$ cat config.mk
export PLATFORM = sky130hd
export DESIGN_NAME = gpio_text_command_parser_unit
export DESIGN_NICKNAME = d
export VERILOG_FILES = /design/src/rtl/gtcp_pkg.sv /design/src/rtl/gpio_text_command_parser_unit.sv
export SDC_FILE = /design/constraint.sdc
export NUM_CORES = 1
export LEC_CHECK = 0
export BUFFER_PORTS_ARGS = -buffer_cell sky130_fd_sc_hd__buf_2
export CORE_UTILIZATION = 40
export CTS_CLUSTER_SIZE = 30
export DETAILED_ROUTE_END_ITERATION = 8
export GPL_ROUTABILITY_DRIVEN = 0
export HOLD_SLACK_MARGIN = 0.15
export PLACE_DENSITY_LB_ADDON = 0.05
export SKIP_LAST_GASP = 1
export SYNTH_ARGS = -nofsm -noshare
export SYNTH_HDL_FRONTEND = slang
export SYNTH_SLANG_ARGS = --single-unit
$ cat constraint.sdc
create_clock -name i_clk -period 9.9 [get_ports i_clk]
set_input_delay 2.97 -clock i_clk [delete_from_list [all_inputs] [get_ports i_clk]]
set_output_delay 2.97 -clock i_clk [all_outputs]
set_load 0.1 [all_outputs]
$ cat src/rtl/gtcp_pkg.sv
// ----------------------------------------------------------------------------
// gtcp_pkg
// Types and constants for the GPIO text command parser.
// ----------------------------------------------------------------------------
package gtcp_pkg;

    localparam int MAX_CHARS_DEFAULT = 16;
    localparam logic [7:0] MAX_PIN_RESET = 8'd223;
    localparam logic [7:0] PIN_SAT = 8'd255;

    localparam logic [7:0] CH_G    = 8'h67;
    localparam logic [7:0] CH_S    = 8'h73;
    localparam logic [7:0] CH_E    = 8'h65;
    localparam logic [7:0] CH_T    = 8'h74;
    localparam logic [7:0] CH_I    = 8'h69;
    localparam logic [7:0] CH_O    = 8'h6f;
    localparam logic [7:0] CH_A    = 8'h61;
    localparam logic [7:0] CH_H    = 8'h68;
    localparam logic [7:0] CH_L    = 8'h6c;
    localparam logic [7:0] CH_ZERO = 8'h30;
    localparam logic [7:0] CH_NINE = 8'h39;

    typedef enum logic [1:0] {
        PH_PREFIX = 2'd0,
        PH_SUBCMD = 2'd1,
        PH_DIGITS = 2'd2,
        PH_DONE   = 2'd3
    } t_phase;

    typedef enum logic [2:0] {
        CMD_GET    = 3'd0,
        CMD_INPUT  = 3'd1,
        CMD_SET    = 3'd2,
        CMD_OUTPUT = 3'd3,
        CMD_ALL    = 3'd4
    } t_cmd;

endpackage

$ cat src/rtl/gpio_text_command_parser_unit.sv
// ----------------------------------------------------------------------------
// gpio_text_command_parser_unit
// Character-serial parser for get/set GPIO text commands.
//
// Input channel (i_valid/o_ready) takes one character item per cycle while
// o_ready is high, with a last flag. Output channel (o_valid/i_ready) gives
// one decoded result item for each command, on the character flagged last.
// The result is in the output register in the cycle after the last character
// is accepted. Throughput: one character per cycle while o_ready is high,
// set by the single parse step between the state registers and the result
// register. Only the first MAX_CHARS characters of a command are parsed; the
// rest are skipped but a last flag on them still ends the command.
// The user must write the max_pin register through i_cfg_wr_en/i_cfg_wr_data
// only while the block is idle; the block does not enforce this. Reset: 223.
// Reset clears the parse state and drops o_valid. When the receiver stalls
// with a result held, o_ready falls until the result is taken.
// ----------------------------------------------------------------------------
module gpio_text_command_parser_unit
    import gtcp_pkg::*;
#(
    parameter int MAX_CHARS = MAX_CHARS_DEFAULT
) (
    input  logic       i_clk,
    input  logic       i_rst_n,
    input  logic       i_cfg_wr_en,
    input  logic [7:0] i_cfg_wr_data,
    input  logic       i_valid,
    output logic       o_ready,
    input  logic [7:0] i_char_code,
    input  logic       i_last_char,
    output logic       o_valid,
    input  logic       i_ready,
    output logic       o_status,
    output logic [2:0] o_command,
    output logic [7:0] o_pin,
    output logic       o_level
);

    localparam int POS_W = $clog2(MAX_CHARS + 1);

    logic [7:0]       r_max_pin;
    logic [POS_W-1:0] r_pos,   n_pos;
    t_phase           r_phase, n_phase;
    t_cmd             r_cmd,   n_cmd;
    logic [7:0]       r_acc,   n_acc;
    logic             r_ovf,   n_ovf;
    logic             r_lvl,   n_lvl;
    logic             r_err,   n_err;

    logic             r_out_valid;
    logic             r_out_status, n_out_status;
    logic [2:0]       r_out_command, n_out_command;
    logic [7:0]       r_out_pin, n_out_pin;
    logic             r_out_level, n_out_level;

    logic             accept;
    logic             is_digit;
    logic [3:0]       dval;
    logic [11:0]      prod;
    logic [7:0]       dig_acc;
    logic             dig_ovf;
    logic             bad;

    assign o_ready = !r_out_valid || i_ready;
    assign accept  = i_valid && o_ready;

    assign is_digit = (i_char_code >= CH_ZERO) && (i_char_code <= CH_NINE);
    assign dval     = 4'(i_char_code - CH_ZERO);
    assign prod     = ({4'd0, r_acc} * 12'd10) + {8'd0, dval};

    always_comb begin
        if (r_ovf || (prod > {4'd0, PIN_SAT})) begin
            dig_ovf = 1'b1;
            dig_acc = PIN_SAT;
        end else begin
            dig_ovf = 1'b0;
            dig_acc = prod[7:0];
        end
    end

    always_comb begin
        n_pos   = r_pos;
        n_phase = r_phase;
        n_cmd   = r_cmd;
        n_acc   = r_acc;
        n_ovf   = r_ovf;
        n_lvl   = r_lvl;
        n_err   = r_err;

        if (r_pos < POS_W'(MAX_CHARS)) begin
            n_pos = r_pos + POS_W'(1);
            unique case (r_phase)
                PH_PREFIX: begin
                    if (r_pos == POS_W'(0)) begin
                        if (i_char_code == CH_G) begin
                            n_cmd = CMD_GET;
                        end else if (i_char_code == CH_S) begin
                            n_cmd = CMD_SET;
                        end else begin
                            n_err   = 1'b1;
                            n_phase = PH_DONE;
                        end
                    end else if (r_pos == POS_W'(1)) begin
                        if (i_char_code != CH_E) begin
                            n_err   = 1'b1;
                            n_phase = PH_DONE;
                        end
                    end else begin
                        if (i_char_code != CH_T) begin
                            n_err   = 1'b1;
                            n_phase = PH_DONE;
                        end else begin
                            n_phase = (r_cmd == CMD_GET) ? PH_DIGITS : PH_SUBCMD;
                        end
                    end
                end
                PH_SUBCMD: begin
                    n_phase = PH_DIGITS;
                    if (is_digit) begin
                        n_cmd = CMD_SET;
                        n_acc = dig_acc;
                        n_ovf = dig_ovf;
                    end else if (i_char_code == CH_I) begin
                        n_cmd = CMD_INPUT;
                    end else if (i_char_code == CH_O) begin
                        n_cmd = CMD_OUTPUT;
                    end else if (i_char_code == CH_A) begin
                        n_cmd = CMD_ALL;
                    end else begin
                        n_err   = 1'b1;
                        n_phase = PH_DONE;
                    end
                end
                PH_DIGITS: begin
                    if (is_digit) begin
                        n_acc = dig_acc;
                        n_ovf = dig_ovf;
                    end else if (r_cmd > CMD_INPUT) begin
                        if (i_char_code == CH_H) begin
                            n_lvl   = 1'b1;
                            n_phase = PH_DONE;
                        end else if (i_char_code == CH_L) begin
                            n_lvl   = 1'b0;
                            n_phase = PH_DONE;
                        end else begin
                            n_err   = 1'b1;
                            n_phase = PH_DONE;
                        end
                    end else begin
                        n_phase = PH_DONE;
                    end
                end
                PH_DONE: begin
                end
                default: begin
                end
            endcase
        end

        bad = n_err || (n_phase == PH_PREFIX) || (n_phase == PH_SUBCMD)
            || ((n_phase == PH_DIGITS) && (n_cmd > CMD_INPUT))
            || n_ovf || (n_acc > r_max_pin);

        if (bad) begin
            n_out_status  = 1'b1;
            n_out_command = CMD_GET;
            n_out_pin     = 8'd0;
            n_out_level   = 1'b0;
        end else begin
            n_out_status  = 1'b0;
            n_out_command = n_cmd;
            n_out_pin     = n_acc;
            n_out_level   = n_lvl;
        end

        // end of command: parse state back to reset
        if (i_last_char) begin
            n_pos   = '0;
            n_phase = PH_PREFIX;
            n_cmd   = CMD_GET;
            n_acc   = 8'd0;
            n_ovf   = 1'b0;
            n_lvl   = 1'b0;
            n_err   = 1'b0;
        end
    end

    always_ff @(posedge i_clk) begin
        if (!i_rst_n) begin
            r_max_pin   <= MAX_PIN_RESET;
            r_pos       <= '0;
            r_phase     <= PH_PREFIX;
            r_cmd       <= CMD_GET;
            r_acc       <= 8'd0;
            r_ovf       <= 1'b0;
            r_lvl       <= 1'b0;
            r_err       <= 1'b0;
            r_out_valid <= 1'b0;
        end else begin
            if (i_cfg_wr_en) begin
                r_max_pin <= i_cfg_wr_data;
            end
            if (accept) begin
                r_pos   <= n_pos;
                r_phase <= n_phase;
                r_cmd   <= n_cmd;
                r_acc   <= n_acc;
                r_ovf   <= n_ovf;
                r_lvl   <= n_lvl;
                r_err   <= n_err;
            end
            if (accept && i_last_char) begin
                r_out_valid <= 1'b1;
            end else if (i_ready) begin
                r_out_valid <= 1'b0;
            end
        end
    end

    always_ff @(posedge i_clk) begin
        if (accept && i_last_char) begin
            r_out_status  <= n_out_status;
            r_out_command <= n_out_command;
            r_out_pin     <= n_out_pin;
            r_out_level   <= n_out_level;
        end
    end

    assign o_valid   = r_out_valid;
    assign o_status  = r_out_status;
    assign o_command = r_out_command;
    assign o_pin     = r_out_pin;
    assign o_level   = r_out_level;

    a_err_zero: assert property (@(posedge i_clk) disable iff (!i_rst_n)
        (o_valid && o_status) |-> (o_command == CMD_GET && o_pin == 8'd0 && !o_level))
        else $error("error result carries nonzero fields");

    a_last_gives_result: assert property (@(posedge i_clk) disable iff (!i_rst_n)
        (accept && i_last_char) |=> o_valid)
        else $error("last item gave no result");

    a_clear_after_last: assert property (@(posedge i_clk) disable iff (!i_rst_n)
        (accept && i_last_char) |=> (r_pos == '0 && r_phase == PH_PREFIX && !r_err
                                     && !r_ovf && r_acc == 8'd0))
        else $error("parse state not cleared after command");

    a_pos_bound: assert property (@(posedge i_clk) disable iff (!i_rst_n)
        r_pos <= POS_W'(MAX_CHARS))
        else $error("character position past limit");

endmodule
==> out/results.txt, run 1 <==
The synthesized netlist occupies a cell area of 0.00321 sq mm. The signed area change from the synthesized netlist to the final layout came out at 8.31%. The peak fanout along the critical path is 11.

Setup total negative slack on the finished layout was measured at 0 ns. The first global-routing pass estimated 12.2 mm of wire. STA classifies the critical path startpoint as a primary input. Count of buffering cells on the critical path with inverters included: 1.

From bottom edge to top edge, the die measures 91.6 um. The initial cell density of the core is 0.415. The die is 91.6 um wide. The number of buffers added by the clock tree synthesis step is 5, and the ratio of total power to cell area is 113 mW/mm^2. For the number of antenna diodes, the log shows 0. The number of hold violations in the final report was 0. The number of max-capacitance violations reported is 0. The tools report the number of failing setup endpoints in the final timing report as 0.

The wire length reported by the detailed router came out at 7.28 mm. Number of enable flip-flop cells after synthesis: 13. The ratio of cells with drive above 1 in the final layout was 0.203; the post-CTS clock slew at the launch and capture registers of the worst setup and hold paths was 0.08 ns.

For the worst setup path, the data required time is 10.04 ns. The global routing met3 resource utilization was 0.0243. The total cell area at the placement stage came out at 0.00338 sq mm. The logs give 0.317 for the met2 routing resource usage after global routing and 400 for the number of nets in the synthesized netlist. Hold repair after CTS inserted 0 buffers. In this run the critical register-to-register path is launched from r_acc[1]. The tools report the net total in the final layout as 428. The run gives 7.20 ns as the signal arrival time at the worst endpoint. Grouping stages by cell kind, the critical path spends the most delay in compound AO/OA/AOI/OAI gates.

Counting I/O delays and the setup requirement, the final critical path takes 7.06 ns. Counting every instance in the synthesized netlist gives 346. The synthesized area per cell is 9.27 sq um.

The critical path capture point type was a flip-flop. The ratio of final minimum period to clock period came out at 0.714. In this run the number of cells on the critical path is 16. During synthesis, Yosys emitted a total of 0 warnings. The count of buffers added on input and output ports is 36.

The sequential area share after synthesis came out at 0.309. The routed layout has 2561 vias. Across the routed clock network, the largest skew measured is 0.0153 ns.

For the pin with the worst max-slew slack, the measured transition is 1.07 ns. TritonCTS built the clock tree. Across all register-to-register paths, the minimum setup slack is 4.58 ns. For this design, the sink count on the clock tree is 43. Once detail routing completed, the nets flagged for antenna violations numbered 0. The proportion of synthesized flip-flops having asynchronous set or reset is 0. In the routed design, unresolved DRC markers number 0. In this run, post-CTS repair resized a total of 0 instances.

The number of antenna violations at the first check in global routing is 0, and the maximum level of the CTS H-tree is 2. The critical path endpoint was o_command[0]. The run gives 4 as the number of iterations in the first detailed-routing pass.

In this run the post-CTS setup repair buffer count came out at 0. The floorplan die area is 0.00838 sq mm. The leading register cell type out of synthesis was dfxtp_1. For the max-slew violation count, the log shows 0. The layer with the highest usage after global routing is met2.

After synthesis, the cell types taking the most area are dfxtp_1 (19%), edfxtp_1 (12%), ha_1 (12%). Detailed placement ended at an HPWL of 5.77 mm. The path type of the worst min-delay path is flip-flop to flip-flop. The cell that appears most often on the critical path is a21oi_1. The peak clock frequency supported by timing is 142 MHz.

Tracing the worst setup path back leads to its startpoint at i_char_code[2]. For the worst-skew pair, the clock arrives at the later sink with an insertion delay of 0.30 ns. Dividing the detail-routed wire length by the instance count gives 15.3 um.

In the layout the commonest cells are buf_2 (36), ha_1 (30), dfxtp_1 (30), nor2_1 (27), nand2_1 (26). Counting flops and latches in the post-synthesis netlist gives 43. After floorplanning, the core was divided into 32 placement rows. In the routed layout, each cell is associated on average with a via count of 5.37. The flow ran to the end, and the final reports show no timing, DRC or antenna violations. Traced cell by cell, the critical path runs through buf_2 > ha_1 > a21o_1 > a21oi_1 > nor4b_1 > or2_2 > a21oi_1 > a31oi_1 > ha_1 > nor2b_1 > o211ai_1 > a21oi_1 > o22a_2 > a2111oi_4 > o221ai_2 > nor2_1. The run gives 0.286 as the relative max-transition margin. For this run, the slowest stage of the critical path takes 0.84 ns.

The tools report the maximum VDD drop as 0.0000611 V. The proportion of netlist area held by the largest area contributor came out at 0.187. Synthesis instantiated 72 different standard cells from the library.

The via count of the first global-routing pass was 2435; the worst reg2reg path depth was 18. Summed over all cells, the static leakage comes to 1.45 nW. Type of the worst setup path: primary input to flip-flop. Setup repair after global routing left no endpoint under its margin.

Summed over all instances, the cell type with the most area after synthesis is dfxtp_1. The tools report the reg-to-reg endpoint as o_command[0]. The logs give 0.00773 sq mm for the placeable core region and 37 for the number of top-level design ports. Entering global routing, the biggest net connects 25 pins. The detailed router finished its first iteration with 90 violations. The global-route usage over all layers is 0.183. The slowest stage of the critical path is the a21oi_1 cell. The met1 capacity usage during global routing was 0.239. Summing all non-filler instances in the final layout gives an area of 0.00347 sq mm. Leaving out fill and tap cells, the most frequent cell in the layout is buf_2.

Counting along the longest clock path gives a buffer depth of 2. The root buffer cell chosen for the clock tree is clkbuf_8. The tools report the total global routing overflow as 0.
## per-layer routing
| layer | vias to the layer above | wire length, um |
|---|---|---|
| li1 | 1322 | - |
| met3 | 5 | 219 |
| met5 | - | 0 |
| met4 | 0 | 57 |
| met2 | 35 | 3470 |
| met1 | 1199 | 3540 |
## report_power, final
part           internal, W  leakage, nW  switching [W]
Combinational    0.0000261         1.03      0.0000562
Sequential        0.000187        0.372     0.00000321
Clock            0.0000570       0.0474      0.0000624
## cell usage after synthesis (2+ instances only)
master,number
dfxtp_1,30
ha_1,30
nor2_1,27
nand2_1,26
inv_1,23
a21oi_1,20
edfxtp_1,13
nor2b_1,10
o21ai_0,10
a31oi_1,9
nand4_1,8
o211ai_1,8
a22o_1,7
clkbuf_1,7
nor3b_2,7
a22oi_1,6
and2_1,5
nand2b_1,5
nand3_1,5
and3_1,4
clkbuf_8,4
nor3_1,4
xnor2_1,4
xor2_1,4
a21boi_0,3
a21o_1,3
nand4b_1,3
nor3b_1,3
nor4bb_1,3
o21a_1,3
or2_2,3
a211o_1,2
and2b_2,2
buf_6,2
fa_1,2
mux2i_1,2
nand3b_1,2
nor2_4,2
or3_1,2
## through the flow
stage	worst slack [ns]	power (W)	std cells	hold slack, ns	util
final	2.84	0.000392	477	0.496	0.450
after detailed placement	2.61	0.000277	469	0.487	0.437
after floorplan	3.17	0.000260	346	0.448	-
after CTS	2.88	0.000396	477	0.505	0.450
after global routing	2.58	0.000411	477	0.529	0.450
after global placement	2.67	0.000277	469	0.484	0.437
## worst min-delay path by stage
stage / from / depth (start not counted) / end / slack [ns]
after detailed placement: r_max_pin[2] / 2 / r_max_pin[2] / 0.49
after global routing: r_max_pin[0] / 2 / r_max_pin[0] / 0.53
after global placement: r_max_pin[2] / 2 / r_max_pin[2] / 0.48
final: r_max_pin[4] / 2 / r_max_pin[4] / 0.50
after CTS: r_max_pin[2] / 2 / r_max_pin[2] / 0.50
after floorplan: r_max_pin[0] / 2 / r_max_pin[0] / 0.45
## registers in the layout, indices dropped and copies added, names as in the netlist
name       count
r_err          1
r_max_pin      8
o_level        1
o_pin          8
r_phase        2
o_valid        1
r_pos          5
r_lvl          1
r_acc          8
r_ovf          1
o_command      3
o_status       1
r_cmd          3
## kinds of logic after synthesis
logic type,count (synthesis),synth area share
AND/OR/NAND/NOR,134,0.260
flip-flops,43,0.309
buffers and inverters,39,0.0729
multiplexers,3,0.00975
adder cells (fa/ha/maj),32,0.129
AO/OA/AOI/OAI,87,0.197
XOR/XNOR,8,0.0218
## cell type report
| type | instances | area [sq um] |
|---|---|---|
| clock buffers | 6 | 82.6 |
| clock inverters | 2 | 16.3 |
| fillers | 775 | 4250 |
| inverters | 23 | 86.3 |
| multi-input cells | 264 | 1980 |
| flip-flops and latches | 43 | 991 |
| well taps | 102 | 128 |
| repair buffers | 37 | 188 |
## worst reg2reg max path, cell delays in order (launching register included)
cell and delay (ns):
dfxtp_1 0.38, ha_1 0.30, ha_1 0.19, inv_1 0.08
fa_1 0.48, xnor2_1 0.25, nand3b_1 0.13, nor4b_1 0.36
nand3_1 0.12, a21oi_1 0.84, a31oi_1 0.29, ha_1 0.36
nor2b_1 0.13, o211ai_1 0.16, a21oi_1 0.08, o22a_2 0.21
a2111oi_4 0.39, o221ai_2 0.23, nor2_1 0.18
Power figures use the tool's default switching activity.
==> run 2: changes to the inputs <==
- clock period: 9.9 -> 7.4 ns (I/O delays scaled with it)
==> out/results.txt, run 2 (synthesis gave the netlist of run 1 again) <==
The placeable core region is 0.00773 sq mm (unchanged). The max-slew violation count was 0 (unchanged); the ratio of final minimum period to clock period was 0.768. The post-CTS clock slew at the launch and capture registers of the worst setup and hold paths was 0.09 ns (was 0.08 ns).

Post-DP HPWL: 5.98 mm (was 5.77 mm). The reported net switching power came out at 0.000165 W (was 0.000122 W). The number of iterations in the first detailed-routing pass came out at 4 (unchanged). The ratio of total power to cell area works out to 151 mW/mm^2 (was 113 mW/mm^2). The worst setup margin was 1.72 ns (was 2.84 ns). The final sum of negative setup slack is 0 ns (unchanged). The cell at the root of the clock tree is clkbuf_8 (unchanged). Slew at the pin with the worst max-slew slack: 0.633 ns (was 1.07 ns). The total power of the final layout was 0.000526 W (was 0.000392 W). The pin count of the biggest net entering global routing was 25 (unchanged).

For the via count of the first global-routing pass, the log shows 2506 (was 2435). The number of design rule violations left after detail routing came out at 0 (unchanged). The flip-flop and latch area was 991 sq um (unchanged). Type of the worst setup path: primary input to flip-flop (unchanged). Signed area change from the synthesized netlist to the final layout: 8.54% (was 8.31%).

Nature of the critical path startpoint: a primary input (unchanged). The run gives 0.30 ns (about the same) as the later-pin clock latency in the skew report. The logs give 0.00348 sq mm (was 0.00347 sq mm) for the total non-filler cell area in the finished layout and 0.00338 sq mm (about the same) for the total cell area at the placement stage. The switching power share of the total is 0.313 (was 0.311). Top library cells by usage in the layout, fill and taps aside: buf_2 (36), ha_1 (30), dfxtp_1 (30), nor2_1 (27), nand2_1 (26) (unchanged). The peak fanout along the critical path came out at 11 (unchanged). Initial cell density of the core: 0.415 (unchanged).

The number of post-CTS setup repair buffers is 0 (unchanged), and the power share of the sequential group is 0.484 (was 0.485). The number of cell rows was 32 (unchanged). Setup repair after global routing left no endpoint under its margin. The relative max-transition margin is 0.578 (was 0.286). The maximum level of the CTS H-tree is 2 (unchanged). Die span in y: 91.6 um (unchanged). For the number of hold buffers added after cts, the log shows 0 (unchanged). The run gives 0 (unchanged) as the total global routing overflow. The run gives 0 (unchanged) as the number of antenna diodes. For the number of antenna violations at the first check in global routing, the log shows 0 (unchanged). The cell leakage power is 1.45 nW (about the same), and the time the final worst path needs with I/O delays and setup is 5.68 ns. The width of the die is 91.6 um (unchanged).

The via-per-instance ratio works out to 5.41 (was 5.37). For the antenna violation net count after detailed routing, the log shows 0 (unchanged). The number of filler instances in the final layout is 794 (was 775). The run finished with clean final reports.

The tools report the critical path capture point type as a flip-flop (unchanged). The logs give 0 (unchanged) for the number of failing setup endpoints in the final timing report and 0.305 (about the same) for the clock network power share. The total number of vias came out at 2584 (was 2561).

TritonCTS built the clock tree. The number of hold violations in the final report is 0 (unchanged), and the wire length per cell is 15.7 um (was 15.3 um). For the clock net sink count, the log shows 43 (unchanged).

For the clock skew, the log shows 0.0134 ns (was 0.0153 ns). The number of top-level design ports was 37 (unchanged); the worst reg2reg path depth was 19 (was 18). Share of power burned in combinational logic: 0.212 (was 0.210).

Number of buffer cells added on primary ports: 36 (unchanged). Most common cell after layout, fill and taps aside: buf_2 (unchanged). The multi-input logic area is 0.00198 sq mm (unchanged), and the net total in the final layout is 429 (was 428). The global-route usage over all layers was 0.190 (was 0.183); the number of cells traversed by the worst hold path was 2 (unchanged). The maximum number of buffers from clock root to sink was 2 (unchanged); the ratio of cells with drive above 1 in the final layout was 0.205 (was 0.203).

The path type of the worst min-delay path is flip-flop to flip-flop (unchanged). Timing would allow up to 176 MHz. The logs give 0.0000764 V (was 0.0000611 V) for the maximum VDD drop and 7.52 mm (was 7.28 mm) for the wire length reported by the detailed router. The post-cts sizing count is 0 (unchanged).

The worst path required time was 7.55 ns (was 10.04 ns). The floorplan die area is 0.00838 sq mm (unchanged), and the wire length of the first global-routing pass is 12.7 mm (was 12.2 mm). Total internal power: 0.000361 W (was 0.000270 W). Initial DRC count: 85 (was 90). The tools report the number of buffers added by the clock tree synthesis step as 5 (unchanged). The setup slack at placement came out at 1.42 ns (was 2.61 ns). The number of max-capacitance violations reported came out at 0 (unchanged). The signal arrival time at the worst endpoint came out at 5.83 ns (was 7.20 ns).
run 2: changes by cell type in the layout (fill, tap and decap cells not counted):
cell	delta
buf_4	+1
run 2: final timing paths:
path                   from      endpoint  slack (ns)
min            r_max_pin[4]  r_max_pin[4]        0.50
max          i_char_code[2]      o_pin[5]        1.72
min reg2reg    r_max_pin[4]  r_max_pin[4]        0.50
max reg2reg        r_acc[1]      o_pin[5]        2.68
run 2: stage by stage:
step,utilization,hold WS [ns],cells
after floorplan,-,0.448,346
after global placement,0.438,0.484,470
after detailed placement,0.438,0.489,470
after CTS,0.451,0.506,478
after global routing,0.451,0.535,478
final,0.451,0.500,478
run 2: layer usage:
metal  vias up  wire length, um  GRT usage
met5         -                0          0
met4         0              122     0.0569
met3        12              205     0.0276
met2        45             3560      0.321
met1      1200             3640      0.250
li1       1327                -          -
run 2: critical path: stages:
cell and delay, ns:
buf_2 0.18, ha_1 0.32, a21o_1 0.18, a21oi_1 0.27, nor4b_1 0.11, or2_2 0.30, a21oi_1 0.15, buf_4 0.21
a31oi_1 0.15, ha_1 0.34, nor2b_1 0.13, o211ai_1 0.15, a21oi_1 0.08, o22a_2 0.21, a2111oi_4 0.42, o21ai_4 0.21
nor3b_2 0.19
run 2: power by group through the flow:
stage / clock (W) / combinational (W) / sequential, W
after floorplan: 0 / 0.0000699 / 0.000278
after global placement: 0 / 0.000111 / 0.000260
after detailed placement: 0 / 0.000111 / 0.000260
after CTS: 0.000165 / 0.000112 / 0.000254
after global routing: 0.000173 / 0.000122 / 0.000255
final: 0.000160 / 0.000111 / 0.000254
run 2: final cells by class:
| type | instances | area share |
|---|---|---|
| timing repair buffer | 38 | 0.0561 |
| clock inverter | 2 | 0.00467 |
| inverter | 23 | 0.0248 |
| clock buffer | 6 | 0.0237 |
| sequential | 43 | 0.285 |
| multi-input combinational | 264 | 0.570 |
| tap | 102 | 0.0367 |
